File: src/hw/rtl/tpm_pkg.sv
package tpm_pkg;

    localparam int AccelWidth  = 16;
    localparam int OffsetWidth = AccelWidth + 1;
    localparam int ReportWidth = 8;
    localparam int LedWidth    = 4;
    localparam int CalWidth    = 8;
    localparam int ThrWidth    = 15;
    localparam int CfgIdxWidth = 1;
    localparam int CfgDataWidth = ThrWidth;

    localparam logic signed [AccelWidth-1:0] LowReset  = 16'sd128;
    localparam logic signed [AccelWidth-1:0] HighReset = -16'sd128;
    localparam logic [CalWidth-1:0]          CalSamplesReset    = 8'd50;
    localparam logic [ThrWidth-1:0]          MoveThresholdReset = 15'd1000;

    // offset / 70 as (offset * 7490) >> 19; exact for magnitudes below 43690
    localparam int MoveDivisor = 70;
    localparam int MoveShift   = 19;
    localparam int MoveRecip   = ((1 << MoveShift) + MoveDivisor - 1) / MoveDivisor;
    localparam int RecipWidth  = 13;
    localparam int ProdWidth   = AccelWidth + RecipWidth;

    typedef enum logic
    {
        REQ_SAMPLE = 1'b0,
        REQ_BUTTON = 1'b1
    } req_type_t;

    typedef enum logic [CfgIdxWidth-1:0]
    {
        CFG_CAL_SAMPLES    = 1'b0,
        CFG_MOVE_THRESHOLD = 1'b1
    } cfg_index_t;

    typedef struct packed
    {
        logic                  neg;
        logic [AccelWidth-1:0] mag;
    } axis_off_t;

    typedef struct packed
    {
        axis_off_t x;
        axis_off_t y;
        logic      move_x;
        logic      move_y;
        logic      click;
    } mid_t;

    // Remove the calibration window; below-low is checked first.
    function automatic axis_off_t strip_window(
        input logic signed [AccelWidth-1:0] v,
        input logic signed [AccelWidth-1:0] lo,
        input logic signed [AccelWidth-1:0] hi
    );
        logic signed [OffsetWidth-1:0] ve;
        logic signed [OffsetWidth-1:0] off;
        logic [OffsetWidth-1:0]        neg_off;
        axis_off_t                     res;
        ve = $signed({v[AccelWidth-1], v});
        if (v < lo)
        begin
            off = ve - $signed({lo[AccelWidth-1], lo});
        end
        else if (v > hi)
        begin
            off = ve - $signed({hi[AccelWidth-1], hi});
        end
        else
        begin
            off = '0;
        end
        neg_off = OffsetWidth'(0) - $unsigned(off);
        res.neg = off[OffsetWidth-1];
        res.mag = off[OffsetWidth-1] ? neg_off[AccelWidth-1:0]
                                     : $unsigned(off[AccelWidth-1:0]);
        return res;
    endfunction

    // Truncated divide by 70, saturated to a signed byte; zero when not moving.
    function automatic logic [ReportWidth-1:0] axis_move(
        input axis_off_t a,
        input logic      moving
    );
        logic [ProdWidth-1:0]  prod;
        logic [AccelWidth-1:0] q;
        logic [ReportWidth-1:0] res;
        prod = ProdWidth'(a.mag) * ProdWidth'(MoveRecip);
        q    = AccelWidth'(prod[ProdWidth-1:MoveShift]);
        if (!moving)
        begin
            res = '0;
        end
        else if (!a.neg)
        begin
            res = (q > AccelWidth'(127)) ? 8'h7F : q[ReportWidth-1:0];
        end
        else
        begin
            res = (q >= AccelWidth'(128)) ? 8'h80
                                          : ReportWidth'(0) - q[ReportWidth-1:0];
        end
        return res;
    endfunction

endpackage

File: src/hw/rtl/tilt_to_pointer_motion_unit.sv
// Tilt to pointer motion: takes accelerometer samples and button events, one
// beat per cycle, through three register stages (input, offset, report). The
// first cal_samples samples only widen the per-axis calibration window and
// give no report; later samples give one report beat, or three (press,
// release, motion) when a button event is pending. A click run holds the report
// register for three beats; that and receiver stalls are all that slow the input.
// Button events and calibration samples never wait on the output side.
// Configuration writes are always taken and must be made while idle.
module tilt_to_pointer_motion_unit
(
    input  logic                                      clk,
    input  logic                                      rst_n,

    input  logic                                      cfg_valid,
    output logic                                      cfg_ready,
    input  logic [tpm_pkg::CfgIdxWidth-1:0]           cfg_index,
    input  logic [tpm_pkg::CfgDataWidth-1:0]          cfg_data,

    input  logic                                      in_valid,
    output logic                                      in_ready,
    input  logic                                      req_type,
    input  logic signed [tpm_pkg::AccelWidth-1:0]     accel_x,
    input  logic signed [tpm_pkg::AccelWidth-1:0]     accel_y,

    output logic                                      out_valid,
    input  logic                                      out_ready,
    output logic                                      report_button,
    output logic signed [tpm_pkg::ReportWidth-1:0]    report_x,
    output logic signed [tpm_pkg::ReportWidth-1:0]    report_y,
    output logic [tpm_pkg::LedWidth-1:0]              tilt_leds,
    output logic                                      last_of_run
);

    // configuration
    logic [tpm_pkg::CalWidth-1:0] cal_samples_reg;
    logic [tpm_pkg::ThrWidth-1:0] move_threshold_reg;

    // calibration state
    logic signed [tpm_pkg::AccelWidth-1:0] low_x_reg, low_x_next;
    logic signed [tpm_pkg::AccelWidth-1:0] high_x_reg, high_x_next;
    logic signed [tpm_pkg::AccelWidth-1:0] low_y_reg, low_y_next;
    logic signed [tpm_pkg::AccelWidth-1:0] high_y_reg, high_y_next;
    logic [tpm_pkg::CalWidth-1:0]          samples_seen_reg, samples_seen_next;
    logic                                  click_pending_reg, click_pending_next;

    // input stage
    logic                                  in_valid_reg;
    tpm_pkg::req_type_t                    in_type_reg;
    logic signed [tpm_pkg::AccelWidth-1:0] in_x_reg;
    logic signed [tpm_pkg::AccelWidth-1:0] in_y_reg;

    // offset stage
    logic          mid_valid_reg;
    tpm_pkg::mid_t mid_reg, mid_next;

    // report stage
    logic                            out_valid_reg;
    logic                            out_button_reg;
    logic                            out_last_reg;
    logic [tpm_pkg::ReportWidth-1:0] out_x_reg;
    logic [tpm_pkg::ReportWidth-1:0] out_y_reg;
    logic [tpm_pkg::LedWidth-1:0]    out_leds_reg;

    logic calibrating;
    logic is_button;
    logic in_advance;
    logic in_to_mid;
    logic in_take;
    logic out_take;
    logic out_free;
    logic mid_to_out;
    logic mid_free;
    tpm_pkg::axis_off_t off_x, off_y;
    logic [tpm_pkg::ReportWidth-1:0] move_x, move_y;
    logic [tpm_pkg::LedWidth-1:0]    leds;

    assign cfg_ready = 1'b1;

    assign calibrating = samples_seen_reg < cal_samples_reg;
    assign is_button   = (in_type_reg == tpm_pkg::REQ_BUTTON);

    assign out_take   = out_valid_reg && out_ready;
    assign out_free   = !out_valid_reg || (out_take && out_last_reg);
    assign mid_to_out = mid_valid_reg && out_free;
    assign mid_free   = !mid_valid_reg || mid_to_out;
    // button events and calibration samples retire from the input stage
    assign in_to_mid  = in_valid_reg && !is_button && !calibrating && mid_free;
    assign in_advance = in_valid_reg && (is_button || calibrating || mid_free);
    assign in_ready   = !in_valid_reg || in_advance;
    assign in_take    = in_valid && in_ready;

    always_comb
    begin
        low_x_next         = low_x_reg;
        high_x_next        = high_x_reg;
        low_y_next         = low_y_reg;
        high_y_next        = high_y_reg;
        samples_seen_next  = samples_seen_reg;
        click_pending_next = click_pending_reg;

        off_x = tpm_pkg::strip_window(in_x_reg, low_x_reg, high_x_reg);
        off_y = tpm_pkg::strip_window(in_y_reg, low_y_reg, high_y_reg);

        mid_next.x      = off_x;
        mid_next.y      = off_y;
        mid_next.move_x = off_x.mag > tpm_pkg::AccelWidth'(move_threshold_reg);
        mid_next.move_y = off_y.mag > tpm_pkg::AccelWidth'(move_threshold_reg);
        mid_next.click  = click_pending_reg;

        if (in_valid_reg && is_button)
        begin
            click_pending_next = 1'b1;
        end
        else if (in_valid_reg && calibrating)
        begin
            if (in_x_reg < low_x_reg)
            begin
                low_x_next = in_x_reg;
            end
            if (in_x_reg > high_x_reg)
            begin
                high_x_next = in_x_reg;
            end
            if (in_y_reg < low_y_reg)
            begin
                low_y_next = in_y_reg;
            end
            if (in_y_reg > high_y_reg)
            begin
                high_y_next = in_y_reg;
            end
            samples_seen_next = samples_seen_reg + 1'b1;
        end
        else if (in_to_mid)
        begin
            click_pending_next = 1'b0;
        end
    end

    // x tilt drives report y
    always_comb
    begin
        move_y = tpm_pkg::axis_move(mid_reg.x, mid_reg.move_x);
        move_x = tpm_pkg::axis_move(mid_reg.y, mid_reg.move_y);
        leds   = {mid_reg.move_y && mid_reg.y.neg, mid_reg.move_y && !mid_reg.y.neg,
                  mid_reg.move_x && mid_reg.x.neg, mid_reg.move_x && !mid_reg.x.neg};
    end

    always_ff @(posedge clk or negedge rst_n)
    begin
        if (!rst_n)
        begin
            cal_samples_reg    <= tpm_pkg::CalSamplesReset;
            move_threshold_reg <= tpm_pkg::MoveThresholdReset;
        end
        else if (cfg_valid && cfg_ready)
        begin
            unique case (tpm_pkg::cfg_index_t'(cfg_index))
                tpm_pkg::CFG_CAL_SAMPLES:
                begin
                    cal_samples_reg <= cfg_data[tpm_pkg::CalWidth-1:0];
                end
                tpm_pkg::CFG_MOVE_THRESHOLD:
                begin
                    move_threshold_reg <= cfg_data[tpm_pkg::ThrWidth-1:0];
                end
                default:
                begin
                end
            endcase
        end
    end

    always_ff @(posedge clk or negedge rst_n)
    begin
        if (!rst_n)
        begin
            low_x_reg         <= tpm_pkg::LowReset;
            high_x_reg        <= tpm_pkg::HighReset;
            low_y_reg         <= tpm_pkg::LowReset;
            high_y_reg        <= tpm_pkg::HighReset;
            samples_seen_reg  <= '0;
            click_pending_reg <= 1'b0;
        end
        else
        begin
            low_x_reg         <= low_x_next;
            high_x_reg        <= high_x_next;
            low_y_reg         <= low_y_next;
            high_y_reg        <= high_y_next;
            samples_seen_reg  <= samples_seen_next;
            click_pending_reg <= click_pending_next;
        end
    end

    always_ff @(posedge clk or negedge rst_n)
    begin
        if (!rst_n)
        begin
            in_valid_reg <= 1'b0;
        end
        else if (in_take)
        begin
            in_valid_reg <= 1'b1;
        end
        else if (in_advance)
        begin
            in_valid_reg <= 1'b0;
        end
    end

    always_ff @(posedge clk)
    begin
        if (in_take)
        begin
            in_type_reg <= tpm_pkg::req_type_t'(req_type);
            in_x_reg    <= accel_x;
            in_y_reg    <= accel_y;
        end
    end

    always_ff @(posedge clk or negedge rst_n)
    begin
        if (!rst_n)
        begin
            mid_valid_reg <= 1'b0;
        end
        else if (in_to_mid)
        begin
            mid_valid_reg <= 1'b1;
        end
        else if (mid_to_out)
        begin
            mid_valid_reg <= 1'b0;
        end
    end

    always_ff @(posedge clk)
    begin
        if (in_to_mid)
        begin
            mid_reg <= mid_next;
        end
    end

    // click run: press (button, not last) -> release -> motion (last)
    always_ff @(posedge clk or negedge rst_n)
    begin
        if (!rst_n)
        begin
            out_valid_reg  <= 1'b0;
            out_button_reg <= 1'b0;
            out_last_reg   <= 1'b0;
        end
        else if (mid_to_out)
        begin
            out_valid_reg  <= 1'b1;
            out_button_reg <= mid_reg.click;
            out_last_reg   <= !mid_reg.click;
        end
        else if (out_take)
        begin
            if (out_last_reg)
            begin
                out_valid_reg <= 1'b0;
            end
            else if (out_button_reg)
            begin
                out_button_reg <= 1'b0;
            end
            else
            begin
                out_last_reg <= 1'b1;
            end
        end
    end

    always_ff @(posedge clk)
    begin
        if (mid_to_out)
        begin
            out_x_reg    <= move_x;
            out_y_reg    <= move_y;
            out_leds_reg <= leds;
        end
    end

    assign out_valid     = out_valid_reg;
    assign report_button = out_button_reg;
    assign report_x      = $signed(out_x_reg);
    assign report_y      = $signed(out_y_reg);
    assign tilt_leds     = out_leds_reg;
    assign last_of_run   = out_last_reg;

endmodule

File: config.mk
export PLATFORM = sky130hd
export DESIGN_NAME = tilt_to_pointer_motion_unit
export DESIGN_NICKNAME = d
export VERILOG_FILES = /design/src/hw/rtl/tpm_pkg.sv /design/src/hw/rtl/tilt_to_pointer_motion_unit.sv
export SDC_FILE = /design/constraint.sdc
export NUM_CORES = 1
export LEC_CHECK = 0
export ABC_AREA = 1
export CORE_MARGIN = 2
export CORE_UTILIZATION = 40
export DETAILED_ROUTE_END_ITERATION = 16
export DONT_BUFFER_PORTS = 1
export PLACE_DENSITY = 0.66
export SETUP_SLACK_MARGIN = 0.1
export SYNTH_ARGS = -nofsm -noshare
export SYNTH_HDL_FRONTEND = slang
export SYNTH_SLANG_ARGS = --single-unit
File: constraint.sdc
create_clock -name clk -period 8.9 [get_ports clk]
set_input_delay 1.78 -clock clk [delete_from_list [all_inputs] [get_ports clk]]
set_output_delay 1.78 -clock clk [all_outputs]
set_load 0.02 [all_outputs]
=== Word level (Yosys, flattened, before mapping) ===
Cells that the tools add are included.

* Bits in registers: 191
* Bits of input ports: 54
* Output and inout port bits: 25
* Word-level logic and storage cells: 123

* Add/sub/neg operators: 9
* $mul: 2
* Order comparisons: 11
* Equality and inequality tests: 2
* Mux-type cells: 29
* Bitwise operators: 2
* Reductions and logical operators: 42

{| class="wikitable"
|+ Operators with widths
! cell !! count
|-
| 2-to-1 mux 17 bit || 4
|-
| subtractor 16 x 16 -> 17 bit || 4
|-
| multiplier 16 x 12 -> 28 bit, second input constant || 2
|-
| 2-to-1 mux 8 bit || 6
|-
| greater-than comparator 16 x 15 -> 1 bit || 2
|-
| greater-than comparator 16 bit || 2
|-
| less-than comparator 16 bit || 2
|-
| 2-to-1 mux 16 bit || 2
|-
| subtractor 1 x 16 -> 16 bit, first input constant || 2
|-
| greater-or-equal comparator 10 x 8 -> 1 bit, second input constant || 2
|-
| greater-than comparator 10 x 7 -> 1 bit, second input constant || 2
|-
| 2-to-1 mux 1 bit || 17
|-
| subtractor 1 x 8 -> 8 bit, first input constant || 2
|-
| logical AND 1 bit || 14
|-
| AND reduction 2 bit || 6
|-
| AND reduction 3 bit || 4
|-
| nonzero test 2 bit || 5
|-
| adder 8 x 1 -> 8 bit, second input constant || 1
|-
| zero test 1 bit || 8
|-
| less-than comparator 8 bit || 1
|-
| logical OR 1 bit || 5
|-
| inequality test 2 x 1 -> 1 bit, second input constant || 1
|-
| inequality test 2 bit, second input constant || 1
|-
| NOT 1 bit || 2
|}

=== Longest topological paths before layout ===
Gate-level depths: netlist of run 1.

* Depth after elaboration: 10
* Mapped depth: 32
* Mapped depth without buffers: 32

=== Worst setup path after synthesis of run 1 ===
OpenSTA, ideal clock, no wires.

* Path kind: register to register
* Start point: register mid_reg[25] (netlist name)
* End point: register out_y_reg, in the netlist report_y[6], data pin
* Library setup time: 256 ps
* Arrival time: 4677 ps
* Required time: 8644 ps
* Path slack: 3967 ps
* Cell stages (with the launch flop): 23
* Buffers on the path: 0
* Period minus slack after synthesis: 4933 ps
* Cells stage by stage: edfxtp_1 > inv_1 > fa_1 > inv_1 > fa_1 > fa_1 > fa_1 > ha_1 > ha_1 > nand2_1 > inv_1 > nand3_1 > nor3_1 > nand2_1 > nand3_1 > xor2_1 > ha_1 > nand3_1 > nor2_1 > nand2_1 > or2_2 > nand3_1 > nand2_1

* Longest elaborated chain between the ends: 4
* Elaborated cells between the ends (all ways): 7
* Those cells by class: add/sub (1); mul (1); order compare (2); mux (3)

{| class="wikitable"
|+ Ends and longest elaborated chain
! what !! RTL line !! source
|-
| from (decl) || tilt_to_pointer_motion_unit.sv:54 || <nowiki>tpm_pkg::mid_t mid_reg, mid_next;</nowiki>
|-
| from (signal assigned) || tilt_to_pointer_motion_unit.sv:242 || <nowiki>mid_reg <= mid_next;</nowiki>
|-
| multiplier 16 x 12 -> 28 bit (*) || tpm_pkg.sv:89 || <nowiki>prod = ProdWidth'(a.mag) * ProdWidth'(MoveRecip);</nowiki>
|-
| subtractor 1 x 8 -> 8 bit, or another cell as far along || tpm_pkg.sv:102 || <nowiki>: ReportWidth'(0) - q[ReportWidth-1:0];</nowiki>
|-
| 2-to-1 mux 8 bit, on equally long branches || tpm_pkg.sv:101, tpm_pkg.sv:97 ||
|-
| 2-to-1 mux 8 bit (*) || tpm_pkg.sv:95 || <nowiki>else if (!a.neg)</nowiki>
|-
| to (signal assigned) || tilt_to_pointer_motion_unit.sv:283 || <nowiki>out_y_reg <= move_y;</nowiki>
|-
| to (decl) || tilt_to_pointer_motion_unit.sv:61 || <nowiki>logic [tpm_pkg::ReportWidth-1:0] out_y_reg;</nowiki>
|}

Mark *: on every way between the ends. The rest lies on a longest branch, timed or not.
A chain may end at the register's enable or synchronous reset.

=== Worst setup path in the final report of run 1 ===
* Start point: register mid_reg[4] (netlist name)
* End point: register out_x_reg, in the netlist report_x[6], data pin

* Longest elaborated chain between the ends: 4
* Elaborated cells between the ends (all ways): 7
* Those cells by class: add/sub (1); mul (1); order compare (2); mux (3)

{| class="wikitable"
|+ Ends and longest elaborated chain
! what !! RTL line !! source
|-
| multiplier 16 x 12 -> 28 bit (*) || tpm_pkg.sv:89 ||
|-
| subtractor 1 x 8 -> 8 bit, or another cell as far along || tpm_pkg.sv:102 ||
|-
| 2-to-1 mux 8 bit, on equally long branches || tpm_pkg.sv:101, tpm_pkg.sv:97 ||
|-
| 2-to-1 mux 8 bit (*) || tpm_pkg.sv:95 ||
|-
| to (signal assigned) || tilt_to_pointer_motion_unit.sv:282 || <nowiki>out_x_reg <= move_x;</nowiki>
|-
| to (decl) || tilt_to_pointer_motion_unit.sv:60 || <nowiki>logic [tpm_pkg::ReportWidth-1:0] out_x_reg;</nowiki>
|}

Marked as above.

==> results of run 1 <==
## worst paths after layout
check / start / end / slack, ns / depth (start not counted)
min reg2reg: click_pending_reg$_DFFE_PN0P_ / mid_reg[0]$_DFFE_PP_ / 0.46 / 0
max: mid_reg[4]$_DFFE_PP_ / report_x[6]$_SDFFCE_PN0P_ / 3.46 / 21
max reg2reg: mid_reg[4]$_DFFE_PP_ / report_x[6]$_SDFFCE_PN0P_ / 3.46 / 21
min in group asynchronous: rst_n / low_x_reg[4]$_DFFE_PN0P_ / 0.98 / 0
max in group asynchronous: rst_n / high_y_reg[14]$_DFFE_PN1P_ / 7.62 / 0
min: click_pending_reg$_DFFE_PN0P_ / mid_reg[0]$_DFFE_PP_ / 0.46 / 0
## cells in the final DEF (no fill, tap or decap), types with 9 or more instances in the layout
master     synthesis  final
o21ai_0          144    144
nand4_1           24     24
nor3_1            24     24
clkbuf_16          0     17
fa_1              96     96
dfrtp_1           72     72
nand3_2           11     11
a21oi_1          112    112
xnor2_1           31     31
nand3b_1          14     14
dfstp_2           29     29
nand2_2           33     33
xor2_1            49     49
o21bai_1          12     12
nand3_1          135    135
o21ai_1            9      9
edfxtp_1          90     90
nor2_2            22     22
nor2_1           149    148
nand2_1          547    547
ha_1             244    244
a21o_1            11     11
inv_1            458    458
## layer usage
metal / vias to the layer above / GRT usage, % / wire length (um)
met3: 45 / 2.902 / 1408
met1: 7030 / 25.78 / 22130
met4: 0 / 5.558 / 796
li1: 7713 / - / -
met2: 281 / 29.02 / 19280
met5: - / 0 / 0
## cells by family (layout without fill, tap and decap cells)
kind of cell / after synthesis / in the layout / synth area share (%)
xor+xnor: 80 / 80 / 3.683
fa+ha+maj: 340 / 340 / 26.15
simple gates: 982 / 982 / 22.72
flops: 191 / 191 / 27.68
compound gates: 325 / 325 / 9.483
buf+inv: 495 / 497 / 10.27
other cells: 1 / 3 / 0.01971
## critical path, delay by kind of cell, from the launching register on
kind / cells / cell delay [ns]
adder cells (fa/ha/maj): 7 / 2.90
AND/OR/NAND/NOR: 8 / 0.82
AO/OA/AOI/OAI: 3 / 0.51
flip-flops: 1 / 0.48
XOR/XNOR: 1 / 0.33
buffers and inverters: 2 / 0.15
## through the flow
| stage | cells | area [sq um] | util, % | hold WS, ns |
|---|---|---|---|---|
| finish | 3025 | 20170 | 43.13 | 0.4629 |
| global route | 3025 | 20170 | 43.13 | 0.4857 |
| CTS | 3023 | 20160 | 43.12 | 0.4720 |
| detailed placement | 2991 | 19590 | 41.90 | 0.4572 |
| global placement | 2991 | 19590 | 41.90 | 0.4394 |
| floorplan | 2414 | 19030 | - | 0.4186 |
## layout make-up
cell class,count,area share (%)
clock inverter,15,0.7321
antenna,2,0.02482
tap,607,3.766
timing repair buffer,1,0.03723
inverter,464,8.636
multi-input combinational,1728,58.58
clock buffer,17,2.109
sequential,191,26.11
==> metrics, run 1 <==
Post-synth EDFFs 90; Largest register FFs 37; dominant synthesized flop cell edfxtp_1; FFs w/ async S/R, synth 52.88%; worst-margin pin slew 1.023 ns; GRT Util Overall 18.34%; mapped cell area 19030 sq um; startpoint types flip-flop; Tmin final 5.443 ns; CP peak stage delay 0.55 ns; Root Driver clkbuf_16; via count 15070; final hold viol count 0; IO Pins 79; #FFs+latches synth 191; Synth area leaders ha_1 (16%), edfxtp_1 (14%), nand2_1 (11%); Post-Syn Area per Cell 7.881 sq um; total congestion overflow 0; run status completed; fmax 183.7 MHz; CP arrival 5.68 ns; initial DRC count 908; Max-Cap Viols 0; fraction of layout cells with a size suffix above 1 6.623%; # port buffers 0; Unique masters post-synth 57; fin crit share 61.16%; CTS tree yes; crit path max fanout 5; global placement routability congestion 0.9053; Yosys warnings 0; Die W 222.1 um; vias in the first global route 14900; post-DP HPWL 36.65 mm; post-placement setup slack 3.486 ns; setup violators final 0; CTS buffer count 17; Initial Utilization 40.69%; worst-case clock buffer depth 2; sequential element share of the synthesized area 27.68%; register area 5266 sq um; Worst Setup Slack, final 3.457 ns; Detailed Routing Iterations Pass 1 6; crit-path cells inv_1, fa_1, inv_1, fa_1, fa_1, fa_1, ha_1, ha_1, a21oi_1, nand2_1, a21oi_1, o21ai_0, nand2_1, nand2_1, xnor2_1, ha_1, nand3_1, nor2_1, nand3_1, nand3_1, nand2_1; Die ar. 49320 sq um; vias per cell 4.981; area occupied by multi-input gates 11810 sq um; Setup CP Type flip-flop to flip-flop; drc violations 0; first-pass GRT wire length 73.62 mm; CTS Sinks 191; top-area cell type share of the netlist area 16.05%; cts hold-fix bufs 0; Post-synth top cells nand2_1 (547), inv_1 (458), ha_1 (244); nets@finish 2797; initial antenna violation count 2; max_slew headroom 31.65%; Die Ht 222.1 um; Worst setup EP type flip-flop; Post-Syn Instances 2414; largest net degree at the start of global routing 102; row cnt 79; RSZ-0062 raised after global routing false; PostCTS Resize Cnt 0; Area Growth Syn to Fin 5.997%; Synth area leader ha_1; core area 46750 sq um; slowest CP cell fa_1; Hold Path Class flip-flop to flip-flop; FILL cells 4678; Clk pin slew, worst setup/hold paths 0.09 ns; Final ANT Viol Nets 0; syn nets 2808; DR WL/cell 14.42 um; CP required 9.14 ns; most numerous cell in the Yosys netlist nand2_1; Post-Route WL 43.62 mm; setup bufs post-CTS 0; final slew viol count 0; TNS Setup 0 ns; worst-skew pair later-pin latency 0.49 ns; H-Tree Level Count 4; Worst Skew 0.01838 ns
Power of run 1 is not shown: default switching activity piles up to over one toggle a cycle in this logic, so the estimate is an artifact.
==> run 2: changes to the inputs <==
--- a/config.mk
+++ b/config.mk
@@ -5,12 +5,12 @@
 export SDC_FILE = /design/constraint.sdc
 export NUM_CORES = 1
 export LEC_CHECK = 0
-export ABC_AREA = 1
+export ABC_AREA = 0
 export CORE_MARGIN = 2
 export CORE_UTILIZATION = 40
 export DETAILED_ROUTE_END_ITERATION = 16
 export DONT_BUFFER_PORTS = 1
-export PLACE_DENSITY = 0.66
+export PLACE_DENSITY = 0.68
 export SETUP_SLACK_MARGIN = 0.1
 export SYNTH_ARGS = -nofsm -noshare
 export SYNTH_HDL_FRONTEND = slang
==> constraint.sdc (replaced) <==
create_clock -name clk -period 4.4 [get_ports clk]
set_input_delay 0.88 -clock clk [delete_from_list [all_inputs] [get_ports clk]]
set_output_delay 0.88 -clock clk [all_outputs]
set_load 0.02 [all_outputs]
==> metrics, run 2 <==
run status complete, but fails checks; failing checks negative setup slack; Final ANT Viol Nets 0 (unchanged); Reg-to-Reg Start mid_reg[6]$_DFFE_PP_; total congestion overflow 0 (unchanged); vias per cell 5.180 (+4.0%); DR WL/cell 16.03 um (+11%); via count 14780 (-1.9%); RSZ-0062 raised after global routing true; #FFs+latches synth 191 (unchanged); H-Tree Level Count 4 (unchanged); most frequent cells in the layout buf_4 (455), inv_1 (235), ha_1 (213); worst-skew pair later-pin latency 0.49 ns (about the same); Worst Reg-to-Reg Cells 22 (+4.8%); GRT Util Overall 20.08% (+1.7 points); vias in the first global route 15430 (+3.5%); Post-synth top cells inv_1 (250), ha_1 (244), nand2_1 (104); Setup CP Type flip-flop to flip-flop; first-pass GRT wire length 74.98 mm (+1.8%); worst-case clock buffer depth 2 (unchanged); Synth area leader ha_1; Hold Path Class input pin to async pin; R2R setup slack -1.50 ns (-4.95 ns); cts hold-fix bufs 0 (unchanged); Area Growth Syn to Fin 33.17%; CP required 4.63 ns (-4.51 ns); syn nets 2185 (-22%); Worst Setup Slack, final -1.495 ns (-4.952 ns); dominant synthesized flop cell edfxtp_1; # port buffers 0 (unchanged); CTS buffer count 17 (unchanged); row cnt 77 (-2.5%); worst-margin pin slew 0.9076 ns (-0.1153 ns); Max-Cap Viols 0 (unchanged); final slew viol count 0 (unchanged); most numerous cell in the Yosys netlist inv_1; fmax 169.6 MHz (-7.7%); nets@finish 2640 (-5.6%); sequential element share of the synthesized area 29.66% (+2.0 points); mapped cell area 17760 sq um (-6.7%); CTS Sinks 191 (unchanged); Core Util, Final 53.71% (+11 points); core area 44030 sq um (-5.8%); Root Driver clkbuf_16; FFs w/ async S/R, synth 52.88% (unchanged); post-DP HPWL 36.12 mm (-1.5%); Unique masters post-synth 88 (+54%); Tmin final 5.895 ns (+0.4517 ns); Detailed Routing Iterations Pass 1 5 (-1); largest net degree at the start of global routing 102 (unchanged); CTS tree yes; Worst Skew 0.01080 ns (-0.007577 ns); Post-Route WL 45.74 mm (+4.9%); Worst setup EP type flip-flop; commonest non-fill, non-tap cell in the layout buf_4; drc violations 0 (unchanged); Yosys warnings 0 (unchanged); Initial Utilization 40.33% (-0.36 points); Post-Syn Area per Cell 9.915 sq um (+26%); IO Pins 79 (unchanged); initial antenna violation count 3 (+1); Clk pin slew, worst setup/hold paths 0.07 ns (-0.02 ns); Post-Syn Instances 1791 (-26%); final hold viol count 0 (unchanged); top-area cell type share of the netlist area 17.19% (+1.1 points); fin crit share 134.0% (+73 points); global placement routability congestion 0.8959 (-1.0%); Largest register FFs 37 (unchanged); startpoint types flip-flop; Worst R2R End report_x[6]$_SDFFCE_PN0P_; fraction of layout cells with a size suffix above 1 35.55% (+29 points); FILL cells 3851 (-18%); Post-synth EDFFs 90 (unchanged); setup violators final 18 (+18); Synth area leaders ha_1 (17%), edfxtp_1 (15%), fa_1 (11%); Die Ht 214.7 um (-3.3%); crit path max fanout 3 (-2); initial DRC count 744 (-18%); Die W 214.7 um (-3.3%); CP arrival 6.12 ns (+0.44 ns); max_slew headroom 39.22% (+7.6 points); Die ar. 46100 sq um (-6.5%)
[run 2: layout make-up]
type / instances / area, sq um / area share (%)
antenna: 2 / 5.005 / 0.02116
clock buffer: 22 / 486.7 / 2.058
clock inverter: 10 / 72.57 / 0.3069
inverter: 251 / 944.7 / 3.995
multi-input combinational: 1316 / 12540 / 53.02
sequential: 191 / 5266 / 22.27
tap: 592 / 740.7 / 3.132
timing repair buffer: 469 / 3595 / 15.20
[run 2: worst max-delay path: stages, from the launching register on]
cell and delay (ns):
edfxtp_1 0.37, inv_2 0.08, fa_1 0.53, inv_1 0.05
fa_1 0.45, fa_1 0.51, fa_1 0.45, ha_4 0.30
ha_4 0.20, a2111oi_4 0.36, nand3b_1 0.13, a21oi_2 0.18
o31ai_4 0.11, a21oi_2 0.14, xor2_1 0.20, ha_2 0.21
or4b_4 0.44, a2111o_1 0.43, nand3_2 0.09, nand3_2 0.09
and3_1 0.15, o21ai_1 0.11, a21oi_1 0.07
[run 2: per-layer routing]
metal / GRT usage, % / routed length (um) / up-vias
met5: 0 / 13 / -
met4: 6.528 / 939 / 2
met3: 4.614 / 2199 / 59
met2: 33.96 / 22060 / 274
met1: 25.36 / 20530 / 7215
li1: - / - / 7228
[run 2: how the worst max path moves through the flow]
stage | to | slack (ns) | startpoint | depth (start not counted)
floorplan | report_x[6]$_SDFFCE_PN0P_ | -1.46 | mid_reg[6]$_DFFE_PP_ | 22
global placement | report_x[6]$_SDFFCE_PN0P_ | -1.44 | mid_reg[7]$_DFFE_PP_ | 22
detailed placement | report_x[6]$_SDFFCE_PN0P_ | -1.57 | mid_reg[5]$_DFFE_PP_ | 22
CTS | report_x[6]$_SDFFCE_PN0P_ | -1.50 | mid_reg[6]$_DFFE_PP_ | 22
global route | report_x[6]$_SDFFCE_PN0P_ | -1.74 | mid_reg[6]$_DFFE_PP_ | 22
finish | report_x[6]$_SDFFCE_PN0P_ | -1.50 | mid_reg[6]$_DFFE_PP_ | 22
[run 2: logic make-up (layout without fill, tap and decap cells)]
kind of cell	Yosys count	count (layout)	synth area share (%)
AND/OR/NAND/NOR	413	413	11.56
AO/OA/AOI/OAI	374	375	14.08
adder cells (fa/ha/maj)	340	340	28.01
buffers and inverters	285	752	6.214
flip-flops	191	191	29.66
XOR/XNOR	94	94	4.636
multiplexers	93	93	5.827
other	1	3	0.02112
[run 2: repair_timing]
| item | 4_1_cts | 5_1_grt |
|---|---|---|
| pin swaps | 86 | 66 |
| buffers inserted | 47 | 12 |
| gates cloned | 1 | 0 |
| setup endpoints to repair | 18 | 18 |
| resized for setup | 103 | 65 |
[run 2: through the flow]
| step | cell area, sq um | cells | setup TNS (ns) | hold slack (ns) | setup slack [ns] |
|---|---|---|---|---|---|
| 2_1_floorplan | 18120 | 1791 | -12.81 | 0.4249 | -1.460 |
| 3_3_place_gp | 21780 | 2762 | -17.26 | 0.4336 | -1.437 |
| 3_5_place_dp | 21780 | 2762 | -18.96 | 0.4537 | -1.573 |
| 4_1_cts | 23220 | 2841 | -18.04 | 0.03984 | -1.503 |
| 5_1_grt | 23640 | 2851 | -21.37 | 0.05904 | -1.741 |
| 6_report | 23650 | 2853 | -17.96 | 0.08515 | -1.495 |
Power of run 2 is left out for the same reason.
